[src/sv/pngunf_pkg.sv]
// ----------------------------------------------------------------------------
// PNG scanline unfilter package
// Shared payload types, filter codes and the control word that travels from
// the front end to the reconstruction back end.
// ----------------------------------------------------------------------------
`default_nettype none

package pngunf_pkg;

    // PNG filter-type codes.
    typedef enum logic [2:0] {
        FILT_NONE  = 3'd0,
        FILT_SUB   = 3'd1,
        FILT_UP    = 3'd2,
        FILT_AVG   = 3'd3,
        FILT_PAETH = 3'd4
    } filt_kind_t;

    // Largest legal filter-type byte.
    localparam logic [7:0] FILT_CODE_MAX = 8'd4;

    // Width of the image_width configuration register.
    localparam int CFG_WIDTH_W = 12;

    // Entries in the queue between front and back end.
    localparam int QUEUE_DEPTH = 4;

    typedef struct packed {
        logic [7:0] filtered_byte;
        logic       start_of_frame;
    } in_item_t;

    typedef struct packed {
        logic [7:0] recon_byte;
        logic       last_in_row;
        logic       bad_filter;
    } out_item_t;

    // One classified byte waiting for reconstruction.
    typedef struct packed {
        logic [7:0] data;
        filt_kind_t kind;
        logic       first_row;
        logic       first_col;
        logic       last;
        logic       bad;
    } unf_ctl_t;

endpackage

`default_nettype wire

[src/sv/pngunf_queue.sv]
// ----------------------------------------------------------------------------
// PNG unfilter queue
// Short first-in first-out buffer that decouples the front end from the
// reconstruction back end.
// ----------------------------------------------------------------------------
`default_nettype none

module pngunf_queue #(
    parameter int DATA_W = 32
) (
    input  wire logic              aclk,
    input  wire logic              aresetn,
    input  wire logic              push,
    input  wire logic [DATA_W-1:0] push_data,
    output logic                   full,
    input  wire logic              pop,
    output logic                   head_valid,
    output logic [DATA_W-1:0]      head_data
);

    localparam int DEPTH = pngunf_pkg::QUEUE_DEPTH;
    localparam int PTR_W = $clog2(DEPTH);
    localparam int CNT_W = $clog2(DEPTH + 1);

    logic [DATA_W-1:0] entry_reg [DEPTH];
    logic [PTR_W-1:0]  wr_ptr_reg, wr_ptr_next;
    logic [PTR_W-1:0]  rd_ptr_reg, rd_ptr_next;
    logic [CNT_W-1:0]  count_reg, count_next;

    assign full       = (count_reg == CNT_W'(DEPTH));
    assign head_valid = (count_reg != '0);
    assign head_data  = entry_reg[rd_ptr_reg];

    always_comb begin
        wr_ptr_next = push ? wr_ptr_reg + PTR_W'(1) : wr_ptr_reg;
        rd_ptr_next = pop ? rd_ptr_reg + PTR_W'(1) : rd_ptr_reg;
        count_next  = count_reg;
        if (push && !pop) begin
            count_next = count_reg + CNT_W'(1);
        end else if (pop && !push) begin
            count_next = count_reg - CNT_W'(1);
        end
    end

    always_ff @(posedge aclk) begin
        if (!aresetn) begin
            wr_ptr_reg <= '0;
            rd_ptr_reg <= '0;
            count_reg  <= '0;
        end else begin
            wr_ptr_reg <= wr_ptr_next;
            rd_ptr_reg <= rd_ptr_next;
            count_reg  <= count_next;
        end
    end

    always_ff @(posedge aclk) begin
        if (push) begin
            entry_reg[wr_ptr_reg] <= push_data;
        end
    end

`ifndef ASSERT_OFF
    a_count_bound: assert property (@(posedge aclk) disable iff (!aresetn)
        count_reg <= CNT_W'(DEPTH))
        else $error("queue count beyond depth");

    a_no_overflow: assert property (@(posedge aclk) disable iff (!aresetn)
        push |-> (!full || pop))
        else $error("queue written while full");
`endif

endmodule

`default_nettype wire

[config.mk]
export PLATFORM = sky130hd
export DESIGN_NAME = pngunf_queue
export DESIGN_NICKNAME = d
export VERILOG_FILES = /design/src/sv/pngunf_pkg.sv /design/src/sv/pngunf_queue.sv
export SDC_FILE = /design/constraint.sdc
export NUM_CORES = 1
export LEC_CHECK = 0
export ABC_AREA = 1
export BUFFER_PORTS_ARGS = -buffer_cell sky130_fd_sc_hd__buf_4
export CAP_MARGIN = 30
export CORE_ASPECT_RATIO = 1.1
export CORE_MARGIN = 2
export CORE_UTILIZATION = 57
export CTS_CLUSTER_SIZE = 20
export DETAILED_ROUTE_END_ITERATION = 8
export MAX_ROUTING_LAYER = met4
export PLACE_DENSITY_LB_ADDON = 0.12
export SETUP_SLACK_MARGIN = 0.15
export SLEW_MARGIN = 20
export SYNTH_ARGS = -nofsm -noshare
export SYNTH_HDL_FRONTEND = slang
export SYNTH_SLANG_ARGS = --single-unit
[constraint.sdc]
create_clock -name aclk -period 2.45 [get_ports aclk]
set_clock_uncertainty 0.15 [all_clocks]
set_input_delay 0.245 -clock aclk [delete_from_list [all_inputs] [get_ports aclk]]
set_output_delay 0.245 -clock aclk [all_outputs]
set_load 0.1 [all_outputs]
==> Word level (Yosys, flattened, before mapping) <==
Memories as Yosys holds them, arrays and structs flattened. A register that Yosys moved wholly into a read port is not among the register bits.
Index checks and enable logic that the tools add are counted.
{ "totals": {"wordCells": 21, "output_inout_bits": 34, "ramBits": 128, "input_bits": 36, "register_bits": 7, "memories": 1} }
{ "mem_list": {"columns": ["memory", "words", "width", "read_ports", "rd_ports_with_merged_regs", "wr", "line", "text"], "rows": [
  ["entry_reg", 4, 32, 1, 1, 1, "pngunf_queue.sv:25", "logic [DATA_W-1:0] entry_reg [DEPTH];"]
]} }
{ "classes": {"n_addsub": 4, "n_eq_ne": 1, "n_reduce_logical": 6, "muxes": 6} }
{ "op_table": {"columns": ["operator", "n"], "rows": [
  ["$mux W3", 2],
  ["$add A2 B1 Y2 const B", 2],
  ["$mux W2", 2],
  ["$add A3 B1 Y3 const B", 1],
  ["$eq A3 B3 Y1 const B", 1],
  ["$reduce_bool A3 Y1", 1],
  ["$sub A3 B1 Y3 const B", 1],
  ["$logic_and A1 B1 Y1", 2],
  ["$logic_not A1 Y1", 2],
  ["$mux W1", 2],
  ["$reduce_bool A2 Y1", 1]
]} }

==> Longest topological paths before layout <==
{ "depth": {"word_depth": 4, "mapped_depth": 10, "depth_no_buf": 10} }

==> Worst setup path before layout <==
OpenSTA, ideal clock, no wires.
{ "synth_timing": {"path_kind": "register to output", "startpoint": "register count_reg[1]", "endpoint": "output full", "t_arrival_ns": 2.408, "path_slack_ns": -0.353, "path_buffers": 0, "path_stages_with_launch": 2, "required_ns": 2.055, "cell_sequence": "dfxtp_1 nor3_1"} }
{ "synth_between": {"elab_chain_cells": 1} }
{ "synth_lines": {"columns": ["item", "line", "text"], "rows": [
  ["start, declared", "pngunf_queue.sv:28", "logic [CNT_W-1:0] count_reg, count_next;"],
  ["start signal, assigned", "pngunf_queue.sv:53", "count_reg <= count_next;"],
  ["$eq A3 B3 Y1", "pngunf_queue.sv:30", "assign full = (count_reg == CNT_W'(DEPTH));"],
  ["end, declared", "pngunf_queue.sv:15", "output logic full,"]
]} }
No other way between the ends.

==> results.md <==
* Starting density of the core at between 50% and 60%
* Syn Inst Count at ~370
* Post-detailed-routing wire length at 10.59 mm
* VDD IR-drop max at slightly above 0.0006 V
* Yosys top cell by area: edfxtp_1
* Post-synthesis net count at just over 400
* Grt total ovfl at 0
* Static Leak at ~2.6 nW
* Layout cells sized above 1 at between 20% and 30%
* Synth Area per Inst at about 14 sq um
* R2R cell count at 5
* Initial DRC Count at about 230
* Non-filler instance count after layout at between 600 and 700
* Die height at about 100 microns
* CP max FO at 23
* WS Path Type: flop to output port
* Tightest Pin Transition at just under 0.3 ns
* First-pass GRT wire length at approximately 17 mm
* Std-Cell Rows at 36
* Avg Vias per Cell at about 5.5
* Sequential share of power at approximately 43%
* Routability Congestion at 0.7398
* Period utilisation layout at between 90 and 100%
* Startpoint types: flop
* CP endpoint: head_data[11]
* Top cells by area in the synthesized netlist: edfxtp_1 74%, nor2_1 5.0%, o21ai_0 4.0%, o22ai_1 3.8%, dfxtp_1 3.4%
* Max cap viols at 0
* CTS tree: built
* Core area at slightly below 0.009 sq mm
* TritonRoute pass-1 iters at 4
* Gr usage total at 24.00%
* Util after Layout at approximately 79%
* Largest net degree at the start of global routing at 65
* DRT antenna net count at 0
* Flops & latches, synth at roughly 140
* Most frequent cells in the layout: 128 x edfxtp_1, 70 x nor2_1, 70 x buf_4, 42 x o21ai_0, 35 x dlygate4sd3_1
* Finish-stage setup viols at 0
* Clock share of power at between 30 and 40%
* Nets@finish at 530
* Yosys cell types at 20
* Outcome: completed
* CTS Buf Count at 17
* Placed cells at around 550
* Ant diodes at 0
* Final Hold Fails at 0
* Root buffer cell: clkbuf_8
* Clk pin slew, worst setup/hold paths at roughly 0.06 ns
* Area Overhead vs Synth at 34.55%
* H-tree levels at 4
* HPWL after detailed placement at 6.172 mm
* Internal power contribution at ~4.4 mW
* P per Cell Area at roughly 890 mW/mm^2
* Warnings, synthesis at 0
* Seq/Total Area, Yosys at between 70% and 80%
* Max Slew Vio Count at 0
* Req. time, crit path at slightly above 2 ns
* R2r setup slk at around 0.93 ns
* Final TNS setup at 0 ns
* RSZ-0062 raised after global routing: false
* Clk sink count at roughly 140
* Hold Crit Class: input pin to flop
* Sw power at around 1.8 mW
* FF-to-FF End: entry_reg[0][12]
* Sw Share at ~30%
* Normalized max-slew margin at about 80%
* Initial antenna violation count at 0
* WL/cell at between 15 and 20 microns
* Hold WS at approximately 0.32 ns
* Max Root-Sink Buffers at 2
* Comb pwr share at between 10% and 20%
* Clock Latency Late Sink at between 0.5 and 0.6 ns
* Horiz. Die Dim at between 90 and 100 microns
* Max reg flops at approximately 130
* Worst Path Arrival at approximately 1.8 ns
* Top-area cell type share of the netlist area at ~74%
* IO buf count at 69
* Commonest non-fill, non-tap cell in the layout: edfxtp_1
* DR DRC count at 0
* CP endpoint kind: output port
* Vias in the first global route at between 3,000 and 4,000
* Netlist Area Pre-Place at roughly 0.0052 sq mm
* Routed via count at ~3,400
* Minimum clock period after layout at approximately 2.2 ns
* Fmax at around 450 MHz
* Worst reg2reg path startpoint: wr_ptr_reg[0]
* Total Die Area at between 0.009 and 0.01 sq mm
* Top Ports at 70
## logic make-up (layout without fill, tap and decap cells)
family | after synthesis | count (layout) | share of synthesized area (%)
DFF | 137 | 137 | 77.05
and+or+nand+nor | 83 | 83 | 6.061
buffers and inverters | 36 | 169 | 4.384
AOI/OAI and AO/OA | 106 | 106 | 10.92
adders and majority gates | 6 | 6 | 1.581
## layout make-up
| class | instances | area [sq um] |
|---|---|---|
| repair buffers | 120 | 1054 |
| clock buffers | 18 | 417.9 |
| multi-input cells | 195 | 1175 |
| inverters | 17 | 78.83 |
| fillers | 502 | 1847 |
| well taps | 114 | 142.6 |
| flip-flops and latches | 137 | 4028 |
| clock inverters | 14 | 131.4 |
## timing repair
action / in CTS / in global routing
buffers inserted: 0 / 2
endpoints found under the setup margin: 27 / 32
endpoints found under the hold margin: 137 / 0
resized for setup: 8 / 10
hold buffers: 35 / 0
## how the worst min path moves through the flow
stage               cells past startpoint          endpoint  slack (ns)     startpoint
floorplan                               0   entry_reg[0][0]        0.19   push_data[0]
global placement                        1     rd_ptr_reg[1]        0.29  rd_ptr_reg[1]
detailed placement                      1  entry_reg[3][22]        0.30  push_data[22]
CTS                                     2  entry_reg[0][22]        0.29  push_data[22]
global route                            2  entry_reg[1][26]        0.31  push_data[26]
finish                                  2  entry_reg[3][27]        0.32  push_data[27]
## cell usage after synthesis (all sizes together)
cell type  instances
a21oi              4
buf               18
clkbuf             1
dfxtp              9
edfxtp           128
fa                 1
ha                 5
inv               17
nand2             10
nand3              1
nand4              1
nor2              70
nor3               1
o21ai             70
o22ai             32
## power by group through the flow
| stage | sequential (mW) | clock, mW | combinational, mW |
|---|---|---|---|
| finish | 2.70 | 2.34 | 1.22 |
| global route | 2.71 | 2.48 | 1.28 |
| CTS | 2.71 | 2.36 | 1.21 |
| detailed placement | 2.75 | 0 | 1.14 |
| global placement | 2.75 | 0 | 1.13 |
| floorplan | 2.74 | 0 | 0.893 |
## routing by layer
layer  vias to the layer above  part of all wire (%)  track usage, %  routed length (microns)
met5                         -                     0               -                        0
met4                         0                   1.9           10.35                      198
met3                        20                   5.0           6.232                      525
met2                       102                    53           38.58                     5579
met1                      1624                    40           28.46                     4284
li1                       1606                     -               -                        -
## through the flow
| stage | instance area [sq um] | setup WS, ns | total power, mW |
|---|---|---|---|
| floorplan | 5428 | 0.4914 | 3.636 |
| global placement | 6050 | 0.5967 | 3.881 |
| detailed placement | 6050 | 0.5656 | 3.899 |
| CTS | 6979 | 0.1505 | 6.276 |
| global route | 7027 | 0.1532 | 6.473 |
| finish | 7027 | 0.2235 | 6.266 |
## critical path: stages (launching register included)
cell and delay [ns]:
dfxtp_1 0.41, buf_6 0.23, o21ai_0 0.16, o22ai_2 0.23, buf_6 0.26
Power figures use the tool's default switching activity.
