File: src/sv/pngunf_pkg.sv
// ----------------------------------------------------------------------------
// PNG scanline unfilter package
// Shared payload types, filter codes and the control word that travels from
// the front end to the reconstruction back end.
// ----------------------------------------------------------------------------
`default_nettype none

package pngunf_pkg;

    // PNG filter-type codes.
    typedef enum logic [2:0] {
        FILT_NONE  = 3'd0,
        FILT_SUB   = 3'd1,
        FILT_UP    = 3'd2,
        FILT_AVG   = 3'd3,
        FILT_PAETH = 3'd4
    } filt_kind_t;

    // Largest legal filter-type byte.
    localparam logic [7:0] FILT_CODE_MAX = 8'd4;

    // Width of the image_width configuration register.
    localparam int CFG_WIDTH_W = 12;

    // Entries in the queue between front and back end.
    localparam int QUEUE_DEPTH = 4;

    typedef struct packed {
        logic [7:0] filtered_byte;
        logic       start_of_frame;
    } in_item_t;

    typedef struct packed {
        logic [7:0] recon_byte;
        logic       last_in_row;
        logic       bad_filter;
    } out_item_t;

    // One classified byte waiting for reconstruction.
    typedef struct packed {
        logic [7:0] data;
        filt_kind_t kind;
        logic       first_row;
        logic       first_col;
        logic       last;
        logic       bad;
    } unf_ctl_t;

endpackage

`default_nettype wire

File: src/sv/pngunf_front.sv
// ----------------------------------------------------------------------------
// PNG unfilter front end
// Holds the width register, tracks row framing and classifies each byte as a
// filter-type byte, a bad filter type or a sample byte with its store address.
// ----------------------------------------------------------------------------
`default_nettype none

module pngunf_front #(
    parameter int MAX_WIDTH       = 2048,
    parameter int BYTES_PER_PIXEL = 3,
    parameter int ADDR_W          = 13
) (
    input  wire logic                                 aclk,
    input  wire logic                                 aresetn,
    input  wire logic                                 cfg_we,
    input  wire logic [pngunf_pkg::CFG_WIDTH_W-1:0]   cfg_width,
    input  wire logic                                 in_fire,
    input  wire pngunf_pkg::in_item_t                 in_data,
    output logic                                      push_valid,
    output pngunf_pkg::unf_ctl_t                      push_ctl,
    output logic [ADDR_W-1:0]                         push_addr
);

    localparam int COL_W = $clog2(MAX_WIDTH + 1);
    localparam int CMP_W = (COL_W > pngunf_pkg::CFG_WIDTH_W) ? COL_W
                                                            : pngunf_pkg::CFG_WIDTH_W;
    localparam int CH_W  = (BYTES_PER_PIXEL > 1) ? $clog2(BYTES_PER_PIXEL) : 1;

    logic [COL_W-1:0]       width_reg, width_next;
    logic [CMP_W-1:0]       cfg_ext;
    logic                   halted_reg, halted_next;
    logic                   awaiting_reg, awaiting_next;
    logic                   first_row_reg, first_row_next;
    logic [COL_W-1:0]       col_reg, col_next;
    logic [CH_W-1:0]        ch_reg, ch_next;
    logic [ADDR_W-1:0]      addr_reg, addr_next;
    pngunf_pkg::filt_kind_t kind_reg, kind_next;
    logic                   row_end;

    // Width 0 acts as 1, anything above the store size acts as MAX_WIDTH.
    assign cfg_ext = CMP_W'(cfg_width);
    always_comb begin
        width_next = width_reg;
        if (cfg_we) begin
            if (cfg_ext == '0) begin
                width_next = COL_W'(1);
            end else if (cfg_ext > CMP_W'(MAX_WIDTH)) begin
                width_next = COL_W'(MAX_WIDTH);
            end else begin
                width_next = COL_W'(cfg_ext);
            end
        end
    end

    assign row_end = ({1'b0, col_reg} + (COL_W + 1)'(1)) >= {1'b0, width_reg};

    always_comb begin
        halted_next    = halted_reg;
        awaiting_next  = awaiting_reg;
        first_row_next = first_row_reg;
        col_next       = col_reg;
        ch_next        = ch_reg;
        addr_next      = addr_reg;
        kind_next      = kind_reg;
        push_valid     = 1'b0;
        push_ctl       = '0;
        push_addr      = addr_reg;
        if (in_fire) begin
            // A frame start restarts framing even in the middle of a row.
            if (in_data.start_of_frame) begin
                halted_next    = 1'b0;
                awaiting_next  = 1'b1;
                first_row_next = 1'b1;
                col_next       = '0;
                ch_next        = '0;
                addr_next      = '0;
            end
            if (!halted_next) begin
                if (awaiting_next) begin
                    if (in_data.filtered_byte > pngunf_pkg::FILT_CODE_MAX) begin
                        halted_next  = 1'b1;
                        push_valid   = 1'b1;
                        push_ctl.bad = 1'b1;
                    end else begin
                        kind_next     = pngunf_pkg::filt_kind_t'(in_data.filtered_byte[2:0]);
                        awaiting_next = 1'b0;
                        col_next      = '0;
                        ch_next       = '0;
                        addr_next     = '0;
                    end
                end else begin
                    push_valid         = 1'b1;
                    push_ctl.data      = in_data.filtered_byte;
                    push_ctl.kind      = kind_reg;
                    push_ctl.first_row = first_row_reg;
                    push_ctl.first_col = (col_reg == '0);
                    push_ctl.last      = (ch_reg == CH_W'(BYTES_PER_PIXEL - 1)) && row_end;
                    addr_next          = addr_reg + ADDR_W'(1);
                    if (ch_reg == CH_W'(BYTES_PER_PIXEL - 1)) begin
                        ch_next = '0;
                        if (row_end) begin
                            col_next       = '0;
                            awaiting_next  = 1'b1;
                            first_row_next = 1'b0;
                        end else begin
                            col_next = col_reg + COL_W'(1);
                        end
                    end else begin
                        ch_next = ch_reg + CH_W'(1);
                    end
                end
            end
        end
    end

    always_ff @(posedge aclk) begin
        if (!aresetn) begin
            width_reg     <= COL_W'(1);
            halted_reg    <= 1'b0;
            awaiting_reg  <= 1'b1;
            first_row_reg <= 1'b1;
            col_reg       <= '0;
            ch_reg        <= '0;
            addr_reg      <= '0;
            kind_reg      <= pngunf_pkg::FILT_NONE;
        end else begin
            width_reg     <= width_next;
            halted_reg    <= halted_next;
            awaiting_reg  <= awaiting_next;
            first_row_reg <= first_row_next;
            col_reg       <= col_next;
            ch_reg        <= ch_next;
            addr_reg      <= addr_next;
            kind_reg      <= kind_next;
        end
    end

`ifndef ASSERT_OFF
    // The block only halts while it is looking for a filter-type byte.
    a_halt_awaiting: assert property (@(posedge aclk) disable iff (!aresetn)
        halted_reg |-> awaiting_reg)
        else $error("front halted outside a row start");
`endif

endmodule

`default_nettype wire

File: config.mk
export PLATFORM = sky130hd
export DESIGN_NAME = pngunf_front
export DESIGN_NICKNAME = d
export VERILOG_FILES = /design/src/sv/pngunf_pkg.sv /design/src/sv/pngunf_front.sv
export SDC_FILE = /design/constraint.sdc
export NUM_CORES = 1
export LEC_CHECK = 0
export BUFFER_PORTS_ARGS = -buffer_cell sky130_fd_sc_hd__buf_2
export CAP_MARGIN = 20
export CORE_MARGIN = 2
export CORE_UTILIZATION = 30
export DETAILED_ROUTE_END_ITERATION = 6
export PLACE_DENSITY = 0.6
export SYNTH_ARGS = -nofsm -noshare
export SYNTH_HDL_FRONTEND = slang
export SYNTH_SLANG_ARGS = --single-unit
File: constraint.sdc
create_clock -name aclk -period 4.2 [get_ports aclk]
set_input_delay 0.84 -clock aclk [delete_from_list [all_inputs] [get_ports aclk]]
set_output_delay 0.84 -clock aclk [all_outputs]
set_load 0.02 [all_outputs]
## Word-level counts from Yosys, hierarchy flattened

Cells that the tools add are included.

| storage, ports and cells | value |
|---|---|
| bits in registers | 45 |
| latch bits | 0 |
| RAM bits | 0 |
| bits in read-only memories | 0 |
| input bits | 25 |
| memories kept | 0 |

| operators by class | value |
|---|---|
| $add $sub $neg | 4 |
| multiply operators | 0 |
| div/mod/pow operators | 0 |
| order comparisons | 3 |
| equal/unequal tests | 1 |
| shift-type cells | 0 |
| multiplexer cells | 39 |
| bitwise logic cells | 2 |
| reductions and logical operators | 4 |

Operators by type and width:

| operator | count |
|---|---|
| $mux 12 | 8 |
| $mux 13 | 4 |
| $mux 15 | 2 |
| $logic_not 12->1 | 2 |
| $mux 1 | 19 |
| $mux 14 | 1 |
| $add 12x1->13 const B | 1 |
| $add 13x1->13 const B | 1 |
| $ge 13x12->1 | 1 |
| $add 12x1->12 const B | 1 |
| $gt 12x12->1 const B | 1 |
| $mux 2 | 5 |
| $gt 8x3->1 const B | 1 |
| $reduce_and 4->1 | 1 |
| $add 2x1->2 const B | 1 |
| $eq 2x2->1 const B | 1 |
| $not 1->1 | 2 |
| $logic_and 1x1->1 | 1 |

## Depth between registers and ports, before layout

Gate-level depths: netlist of the first run.

| depth | value |
|---|---|
| depth in word-level cells | 6 |
| gate-level depth with buffers | 12 |

## Worst setup path before layout of the first run

Ideal clock, no wire load.

| timing path | value |
|---|---|
| kind | register to output |
| start point | register col_reg[0] |
| end point | output push_ctl[1] (netlist name) |
| arrival | 2,607 ps |
| slack | 753 ps |
| cell stages (with the launch flop) | 11 |
| path through | dfxtp_1 ha_1 and4_1 nand3_1 xnor2_1 ha_1 nand3_1 or3_4 o311ai_4 buf_6 o211a_1 |

RTL lines:

| element | RTL line | text |
|---|---|---|
| from (decl) | pngunf_front.sv:34 | `logic [COL_W-1:0] col_reg, col_next;` |
| from (signal assigned) | pngunf_front.sv:131 | `col_reg <= col_next;` |
| to (decl) | pngunf_front.sv:20 | `output pngunf_pkg::unf_ctl_t push_ctl,` |

==> flow_metrics.tcl, run 1 <==
set metrics [dict create \
    yosys-top-cells-count "45 x dfxtp_1, 23 x nand2_1, 22 x inv_1, 20 x nor2_1, 18 x nor2b_1" \
    drt_pass1_iterations 4 \
    place_ws_ns 0.631 \
    start_kind "flop" \
    p_per_area_mw_per_mm2 245 \
    clock_skew_ns 0.00633 \
    synth_top_area_share_pct 31.6 \
    viasPerCell 5.19 \
    drtAntennaViolNets 0 \
    clock-sinks 45 \
    hold_viol 0 \
    n_antenna_cell 0 \
    dpl_cell_area_sq_mm 0.00321 \
    rsz0062_at_grt "false" \
    slowest_stage "or3_4" \
    cts_max_path_buffers 2 \
    wl_microns 7240 \
    end_kind "primary output" \
    synth-seq-cells 45 \
    vias 2689 \
    max_slew.worst_pin.slew_ns 0.679 \
    yosysMostFrequentCell "dfxtp_1" \
    yosys_warnings 0 \
    clk_pin_slew_ns 0.09 \
    period_minus_slack_ns 3.95 \
    cp_top_family "simple AND/OR/NAND/NOR gates" \
    fillCellCount 986 \
    portBuffers 53 \
    yosysSeqAreaShare_pct 31.6 \
    postSynthCellCount 343 \
    layoutNonFillerInstCount 518 \
    max_stage_delay_ns 0.43 \
    gr-usage-all-layers_pct 14.2 \
    path_max_fanout 5 \
    worst-setup-path-type "reg -> out" \
    cts-hold-fix-buffers 0 \
    post_drt_wl_per_cell_microns 14.0 \
    cts_buffers 5 \
    dp_cells 510 \
    grt_max_degree 40 \
    status "finished clean" \
    syn-mean-instance-area_sq_um 8.32 \
    yosys-top-cells-area "dfxtp_1 32%, ha_1 6.6%, nor2b_1 3.9%" \
    syn_to_final_growth_pct 15.5 \
    worstPathCellList "ha_1 -> and4_1 -> nand3_1 -> xnor2_1 -> ha_1 -> nand3_1 -> or3_4 -> o311ai_4 -> o211a_1 -> buf_2" \
    worst_ep_arrival_time_ns 3.11 \
    postCtsSetupRepairBufs 0 \
    die_area_sq_mm 0.0103 \
    fin_setup_tns_ns 0 \
    grt_first_pass_wirelength_microns 11800 \
    timing.final.crit_share_pct 93.9 \
    synth-main-ff-cell "dfxtp_1" \
    finalSetupViolCount 0 \
    final_area_sq_mm 0.00330 \
    vdd_drop_max_v 0.000127 \
    place_congestion 0.910 \
    holdCritPathClass "reg -> reg" \
    ios 54 \
    drc 0 \
    insertion_delay_ns 0.30 \
    initial_core_util_pct 30.9 \
    drt_iter0_drc 185 \
    synthDistinctLibCells 59 \
    grt_overflow 0 \
    core_area_sq_mm 0.00924 \
    required_ns 3.36 \
    yosys.area.top_type "dfxtp_1" \
    grt_pass1_vias 2363 \
    nets 428 \
    syn_nets 383 \
    slew_violations 0 \
    rows 35 \
    netlist_area_sq_mm 0.00285 \
    htree_levels 2 \
    setup_ws_ns 0.254 \
    maxSlewHeadroom_pct 54.5 \
    ys_async_sr_fraction_pct 0 \
    cts_tree "yes" \
    p_leak_nw 1.40 \
    cts_resized 0 \
    cp_num_buf_inv 1 \
    die_width_microns 102 \
    place_hpwl_microns 5390 \
    synth_edf_count 0 \
    largest_register_ffs 13 \
    dieHeight_microns 102 \
    antenna_found_initial 0 \
    max_cap_viol_count 0 \
    drive_gt1_share_pct 19.5 \
    fmax_ghz 0.253 \
    cts_root_buf "clkbuf_8" \
]
-- worst reg2reg max path: cells and delay by family, from the launching register on --
kind | cells | cell delay [ns]
AO/OA/AOI/OAI | 1 | 0.29
XOR/XNOR | 1 | 0.16
adder cells (fa/ha/maj) | 2 | 0.55
buffers and inverters | 1 | 0.30
flip-flops | 1 | 0.40
multiplexers | 1 | 0.27
AND/OR/NAND/NOR | 5 | 1.11
-- stage by stage --
stage	utilization, %	total power [mW]	hold slack [ns]
after floorplan	-	0.518	0.451
after CTS	35.7	0.816	0.489
final	35.7	0.809	0.488
after global routing	35.7	0.845	0.507
after detailed placement	34.8	0.552	0.476
after global placement	34.8	0.550	0.481
-- kinds of logic (layout without fill, tap and decap cells) --
group                    after synthesis  in the layout  share of synthesized area (%)
AO/OA/AOI/OAI                         74             74                           20.0
AND/OR/NAND/NOR                      154            154                           31.0
adder cells (fa/ha/maj)               15             15                           6.58
flip-flops                            45             45                           31.6
XOR/XNOR                              10             10                           3.07
multiplexers                           5              5                           1.80
buffers and inverters                 40             86                           6.01
-- area by class of cell --
cell class	count	area, sq um	area share [%]
Sequential cell	45	901	27.3
Multi-Input combinational cell	258	1780	54.0
Inverter	22	82.6	2.51
Clock inverter	2	10.0	0.304
Tap cell	129	161	4.90
Clock buffer	6	72.6	2.20
Timing Repair Buffer	56	288	8.73
-- final timing paths --
check	startpoint	end	slack (ns)	depth (start not counted)
setup / recovery	col_reg[0]	push_ctl[1]	0.25	10
hold / removal	push_addr[12]	push_addr[12]	0.49	1
setup reg to reg	col_reg[0]	col_reg[0]	1.03	11
hold reg to reg	push_addr[12]	push_addr[12]	0.49	1
-- per-layer routing --
metal,GRT usage (%),vias up,routed length [microns]
li1,-,1336,-
met1,19.8,1262,3490
met2,22.3,81,3250
met3,2.83,10,425
met4,3.74,0,74
met5,0,-,0
-- cell usage in the layout, fill, tap and decap left out, types with 4 or more instances in the layout --
cell type  Yosys  routed
nand2_1       23      23
mux2i_1        4       4
nand3_1       14      14
nor2b_1       18      18
dfxtp_1       45      45
and3_1         5       5
nor4b_1        4       4
a2bb2oi_1      8       8
o21a_1         4       4
nor2_1        20      20
clkbuf_8       0       5
nand4_1        7       7
o21ai_1       12      12
ha_1          15      15
xnor2_1        6       6
nor4_1        15      15
o22a_1         8       8
and2_1        17      17
a21oi_1        5       5
a21boi_1      10      10
xor2_1         4       4
inv_1         22      22
buf_2          8      53
nor3_1         9       9
-- power by group --
part	switching (mW)	internal, mW	leakage, nW
registers	0.00234	0.432	0.364
logic	0.0679	0.0399	0.989
clock network	0.151	0.116	0.0450
total	0.221	0.588	1.40
Note: power is estimated with default switching activity, not from simulation.
==> run 2: changes to the inputs <==
BUFFER_PORTS_ARGS = unset   (was -buffer_cell sky130_fd_sc_hd__buf_2)
DONT_BUFFER_PORTS = 1   (was unset)
PLACE_DENSITY = unset   (was 0.6)
==> run 2 against run 1 <==
Non-clock buffer count is 52 lower. Sequential share of layout area grew 2.0 points. Clock power is 32% higher. Hold slack better by 0.027 ns. Flip-flop and latch count is the same. Critical endpoint unchanged. Largest power group unchanged.
==> flow_metrics.tcl, run 2 (synthesis results as in run 1) <==
set metrics [dict create \
    rsz0062_at_grt "false" \
    drt_pass1_iterations 5 \
    worstPathCellList "ha_1 -> and4_1 -> nand3_1 -> xnor2_1 -> ha_1 -> nand3_1 -> or3_4 -> o311ai_4 -> o211a_1" \
    fin_setup_tns_ns 0 \
    initial_core_util_pct 30.9 \
    final_cell_mix "45 x dfxtp_1, 23 x nand2_1, 22 x inv_1" \
    final_common_cell "dfxtp_1" \
    die_area_sq_mm 0.0103 \
    cts_buffers 5 \
    max_cap_viol_count 0 \
    grt_overflow 0 \
    portBuffers 0 \
    htree_levels 2 \
    multi_input_area_sq_mm 0.00178 \
    fmax_ghz 0.256 \
    cts_resized 0 \
    clk_pin_slew_ns 0.09 \
    slowest_stage "dfxtp_1" \
    core_area_sq_mm 0.00924 \
    antenna_found_initial 0 \
    max_slew.worst_pin.slew_ns 0.693 \
    n_antenna_cell 0 \
    drc 0 \
    worst-setup-path-type "reg -> out" \
    cp_top_family "simple AND/OR/NAND/NOR gates" \
    drtAntennaViolNets 0 \
    rows 35 \
    path_max_fanout 5 \
    syn_to_final_growth_pct 7.81 \
    power.total_uw 870 \
    clock_skew_ns 0.0121 \
    largest_register_ffs 13 \
    place_hpwl_microns 5230 \
    dieHeight_microns 102 \
    period_minus_slack_ns 3.90 \
    wl_microns 7090 \
    maxSlewHeadroom_pct 53.5 \
    max_stage_delay_ns 0.42 \
    holdCritPathClass "reg -> reg" \
    p_per_area_mw_per_mm2 283 \
    grt_max_degree 40 \
    place_ws_ns 0.676 \
    status "finished clean" \
    vias 2501 \
    nets 376 \
    postCtsSetupRepairBufs 0 \
    post_drt_wl_per_cell_microns 15.2 \
    drt_iter0_drc 161 \
    cp_num_buf_inv 0 \
    finalSetupViolCount 0 \
    place_congestion 0.856 \
    start_kind "flop" \
    worst_ep_arrival_time_ns 3.06 \
    grt_pass1_vias 2381 \
    setup_ws_ns 0.297 \
    clock-sinks 45 \
    vdd_drop_max_v 0.000184 \
    hold_viol 0 \
    gr-usage-all-layers_pct 14.1 \
    ios 54 \
    whs_ns 0.516 \
    required_ns 3.36 \
    p_leak_nw 1.16 \
    cts_root_buf "clkbuf_8" \
    slew_violations 0 \
    end_kind "primary output" \
    die_width_microns 102 \
    cts-hold-fix-buffers 0 \
    cts_tree "yes" \
    fillCellCount 976 \
    grt_first_pass_wirelength_microns 11700 \
    cts_max_path_buffers 2 \
    timing.final.crit_share_pct 92.9 \
    viasPerCell 5.37 \
    seq_area_sq_um 901 \
    drive_gt1_share_pct 7.42 \
    insertion_delay_ns 0.30 \
]
run 2: cell count changes in the layout (fill, tap and decap cells not counted), sizes merged:
cell      before  now
bufinv         0    1
clkinv         2    0
buf           56    4
clkinvlp       0    1
run 2: stage by stage:
| step | cell area [sq um] | utilization [%] | cells |
|---|---|---|---|
| after floorplan | 2850 | - | 343 |
| after global placement | 2960 | 32.0 | 458 |
| after detailed placement | 2960 | 32.0 | 458 |
| after CTS | 3080 | 33.3 | 466 |
| after global routing | 3080 | 33.3 | 466 |
| final | 3080 | 33.3 | 466 |
run 2: path summary, 6_finish.rpt:
check | startpoint | end | slack [ns] | cells past startpoint
min | kind_reg[2] | kind_reg[2] | 0.52 | 2
max reg2reg | col_reg[0] | col_reg[0] | 0.99 | 11
max | col_reg[0] | push_ctl[1] | 0.30 | 9
min reg2reg | kind_reg[2] | kind_reg[2] | 0.52 | 2
run 2: power breakdown:
part / leakage [nW] / switching [mW] / internal, mW
clock network: 0.0574 / 0.158 / 0.194
registers: 0.364 / 0.00223 / 0.432
logic: 0.740 / 0.0522 / 0.0311
total: 1.16 / 0.213 / 0.657
run 2: per-layer routing:
layer,track usage (%),vias to the layer above,share of wire (%)
li1,-,1231,-
met1,18.4,1194,46
met2,23.8,69,47
met3,3.17,7,5.7
met4,3.12,0,0.66
met5,0,-,0
run 2: area by class of cell:
cell class              instances  share of cell area [%]
inverters                      22                    2.69
repair buffers                  4                   0.976
well taps                     129                    5.25
clock inverters                 2                    1.22
multi-input cells             258                    57.9
clock buffers                   6                    2.69
flip-flops and latches         45                    29.3
run 2: tightest hold or removal path, delay by kind of cell (launching register included):
kind	cells	cell delay (ns)
AND/OR/NAND/NOR	1	0.09
multiplexers	1	0.06
flip-flops	1	0.33
==> run 3: changes to the inputs <==
ABC_AREA = 1   (was unset)
==> run 3 against run 2 <==
Flip-flop and latch count did not move. Count of clock-buffer cells in the layout did not move. Combinational power rose by 120%. Cell area rose by 11%. Critical path depth rose by 6. Critical endpoint unchanged.
==> flow_metrics.tcl, run 3 <==
set metrics [dict create \
    dieHeight_microns 108 \
    yosys.area_share.simple_pct 36.5 \
    initial_core_util_pct 31.1 \
    max_slew.worst_pin.slew_ns 0.788 \
    syn_nets 556 \
    maxSlewHeadroom_pct 47.4 \
    wl_microns 8440 \
    insertion_delay_ns 0.30 \
    cts_tree "yes" \
    synthMuxAreaShare_pct 0 \
    synth_xor_area_share_pct 0.812 \
    portBuffers 0 \
    antenna_found_initial 0 \
    die_width_microns 108 \
    synth_top_area_share_pct 27.9 \
    drt_pass1_iterations 4 \
    yosys.area.top_type "dfxtp_1" \
    drt_iter0_drc 144 \
    synthAdderAreaFrac_pct 5.80 \
    power.total_uw 976 \
    rsz0062_at_grt "false" \
    period_minus_slack_ns 3.67 \
    start_kind "flop" \
    synth-seq-cells 45 \
    syn-mean-instance-area_sq_um 6.27 \
    status "finished clean" \
    slew_violations 0 \
    cts_root_buf "clkbuf_8" \
    path_max_fanout 13 \
    grt_max_degree 25 \
    die_area_sq_mm 0.0116 \
    drtAntennaViolNets 0 \
    fmax_ghz 0.273 \
    cp_num_buf_inv 2 \
    required_ns 3.36 \
    timing.final.crit_share_pct 87.3 \
    cts_max_path_buffers 2 \
    post_drt_wl_per_cell_microns 13.1 \
    yosys_warnings 0 \
    drive_gt1_share_pct 6.88 \
    drc 0 \
    hold_viol 0 \
    htree_levels 2 \
    syn_to_final_growth_pct 5.15 \
    vdd_drop_max_v 0.000174 \
    end_kind "primary output" \
    holdCritPathClass "reg -> reg" \
    clock_skew_ns 0.00509 \
    postSynthCellCount 516 \
    r2r_setup_slack_ns 1.43 \
    synth_compound_area_share_pct 16.3 \
    synthDistinctLibCells 38 \
    slowest_stage "dfxtp_1" \
    clk_pin_slew_ns 0.09 \
    max_stage_delay_ns 0.46 \
    viasPerCell 4.97 \
    yosysSeqAreaShare_pct 27.9 \
    cp_common_cell "nand2_1" \
    n_antenna_cell 0 \
    postCtsSetupRepairBufs 0 \
    final_cell_mix "131 x nand2_1, 70 x inv_1, 63 x nor2_1" \
    rows 37 \
    largest_register_ffs 13 \
    gr-usage-all-layers_pct 15.1 \
    vias 3208 \
    synth_edf_count 0 \
    ys_async_sr_fraction_pct 0 \
    worstPathCellList "ha_1 -> nand2_2 -> nor2_4 -> nand2_1 -> nand2_1 -> inv_1 -> ha_1 -> nand2_1 -> nor2_1 -> nand2_1 -> nand3_1 -> nand2_2 -> nand2_1 -> nand3_1 -> inv_1" \
    finalSetupViolCount 0 \
    grt_overflow 0 \
    synth-main-ff-cell "dfxtp_1" \
    worst-setup-path-type "reg -> out" \
    max_cap_viol_count 0 \
    cts_buffers 5 \
    final_common_cell "nand2_1" \
    nets 548 \
    p_per_area_mw_per_mm2 287 \
    worst_ep_arrival_time_ns 2.83 \
    yosysMostFrequentCell "nand2_1" \
    yosys-top-cells-area "dfxtp_1 28%, nand2_1 15%, inv_1 8.1%" \
    cp_top_family "simple AND/OR/NAND/NOR gates" \
    fin_setup_tns_ns 0 \
    p_leak_nw 1.41 \
    core_area_sq_mm 0.0104 \
    synth_top_family_by_area "simple AND/OR/NAND/NOR gates" \
    cts-hold-fix-buffers 0 \
    grt_pass1_vias 3043 \
    grt_first_pass_wirelength_microns 14300 \
    ios 54 \
    clock-sinks 45 \
    place_congestion 0.897 \
    place_hpwl_microns 6230 \
    cts_resized 0 \
    fillCellCount 1146 \
    netlist_area_sq_mm 0.00323 \
    yosys-top-cells-count "131 x nand2_1, 70 x inv_1, 63 x nor2_1, 47 x a21oi_1, 45 x dfxtp_1" \
]
run 3: report_power, final:
group	internal, mW	switching, mW	total (mW)
logic	0.0588	0.121	0.180
clock network	0.179	0.156	0.335
registers	0.442	0.0186	0.461
total	0.680	0.296	0.976
run 3: final timing paths:
kind	startpoint	endpoint	depth (start not counted)
hold reg to reg	kind_reg[1]	kind_reg[1]	2
hold / removal	kind_reg[1]	kind_reg[1]	2
setup reg to reg	col_reg[0]	col_reg[11]	20
setup / recovery	col_reg[0]	push_ctl[1]	15
run 3: layout make-up:
| type | instances | area (sq um) | share of cell area [%] |
|---|---|---|---|
| multi-input cells | 380 | 1920 | 56.5 |
| flip-flops and latches | 45 | 901 | 26.5 |
| inverters | 74 | 280 | 8.24 |
| well taps | 136 | 170 | 5.00 |
| clock buffers | 6 | 72.6 | 2.13 |
| clock inverters | 2 | 38.8 | 1.14 |
| repair buffers | 2 | 15.0 | 0.442 |
run 3: worst reg2reg max path, stage by stage (launching register included):
cell	delay, ns
dfxtp_1	0.46
ha_1	0.24
nand2_2	0.09
nor2_4	0.17
nand2_1	0.09
o21ai_0	0.15
nand2_1	0.12
inv_1	0.07
ha_1	0.23
nand2_1	0.07
nand2_1	0.04
nand2_1	0.05
nand2_1	0.05
nor2_1	0.13
nor2_2	0.06
nor2_4	0.11
buf_4	0.22
nand3_1	0.11
nand2_1	0.08
nand2_1	0.06
a21oi_2	0.10
run 3: cell families after synthesis:
family / count (synthesis)
buf+inv: 91
simple gates: 264
flops: 45
fa+ha+maj: 15
compound gates: 98
xor+xnor: 3
run 3: stage by stage:
stage | utilization (%) | instances | hold slack (ns) | worst slack (ns) | instance area [sq um]
floorplan | - | 516 | 0.430 | 1.26 | 3230
global placement | 31.6 | 637 | 0.444 | 0.908 | 3290
detailed placement | 31.6 | 637 | 0.447 | 0.882 | 3290
CTS | 32.6 | 645 | 0.461 | 0.536 | 3400
global route | 32.6 | 645 | 0.485 | 0.307 | 3400
finish | 32.6 | 645 | 0.462 | 0.535 | 3400
run 3: per-layer routing:
layer	track usage, %	up-vias	part of all wire, %
met2	27.8	79	52
met4	3.21	0	1.2
li1	-	1643	-
met1	17.9	1477	42
met5	0	-	0
met3	3.21	9	5.7
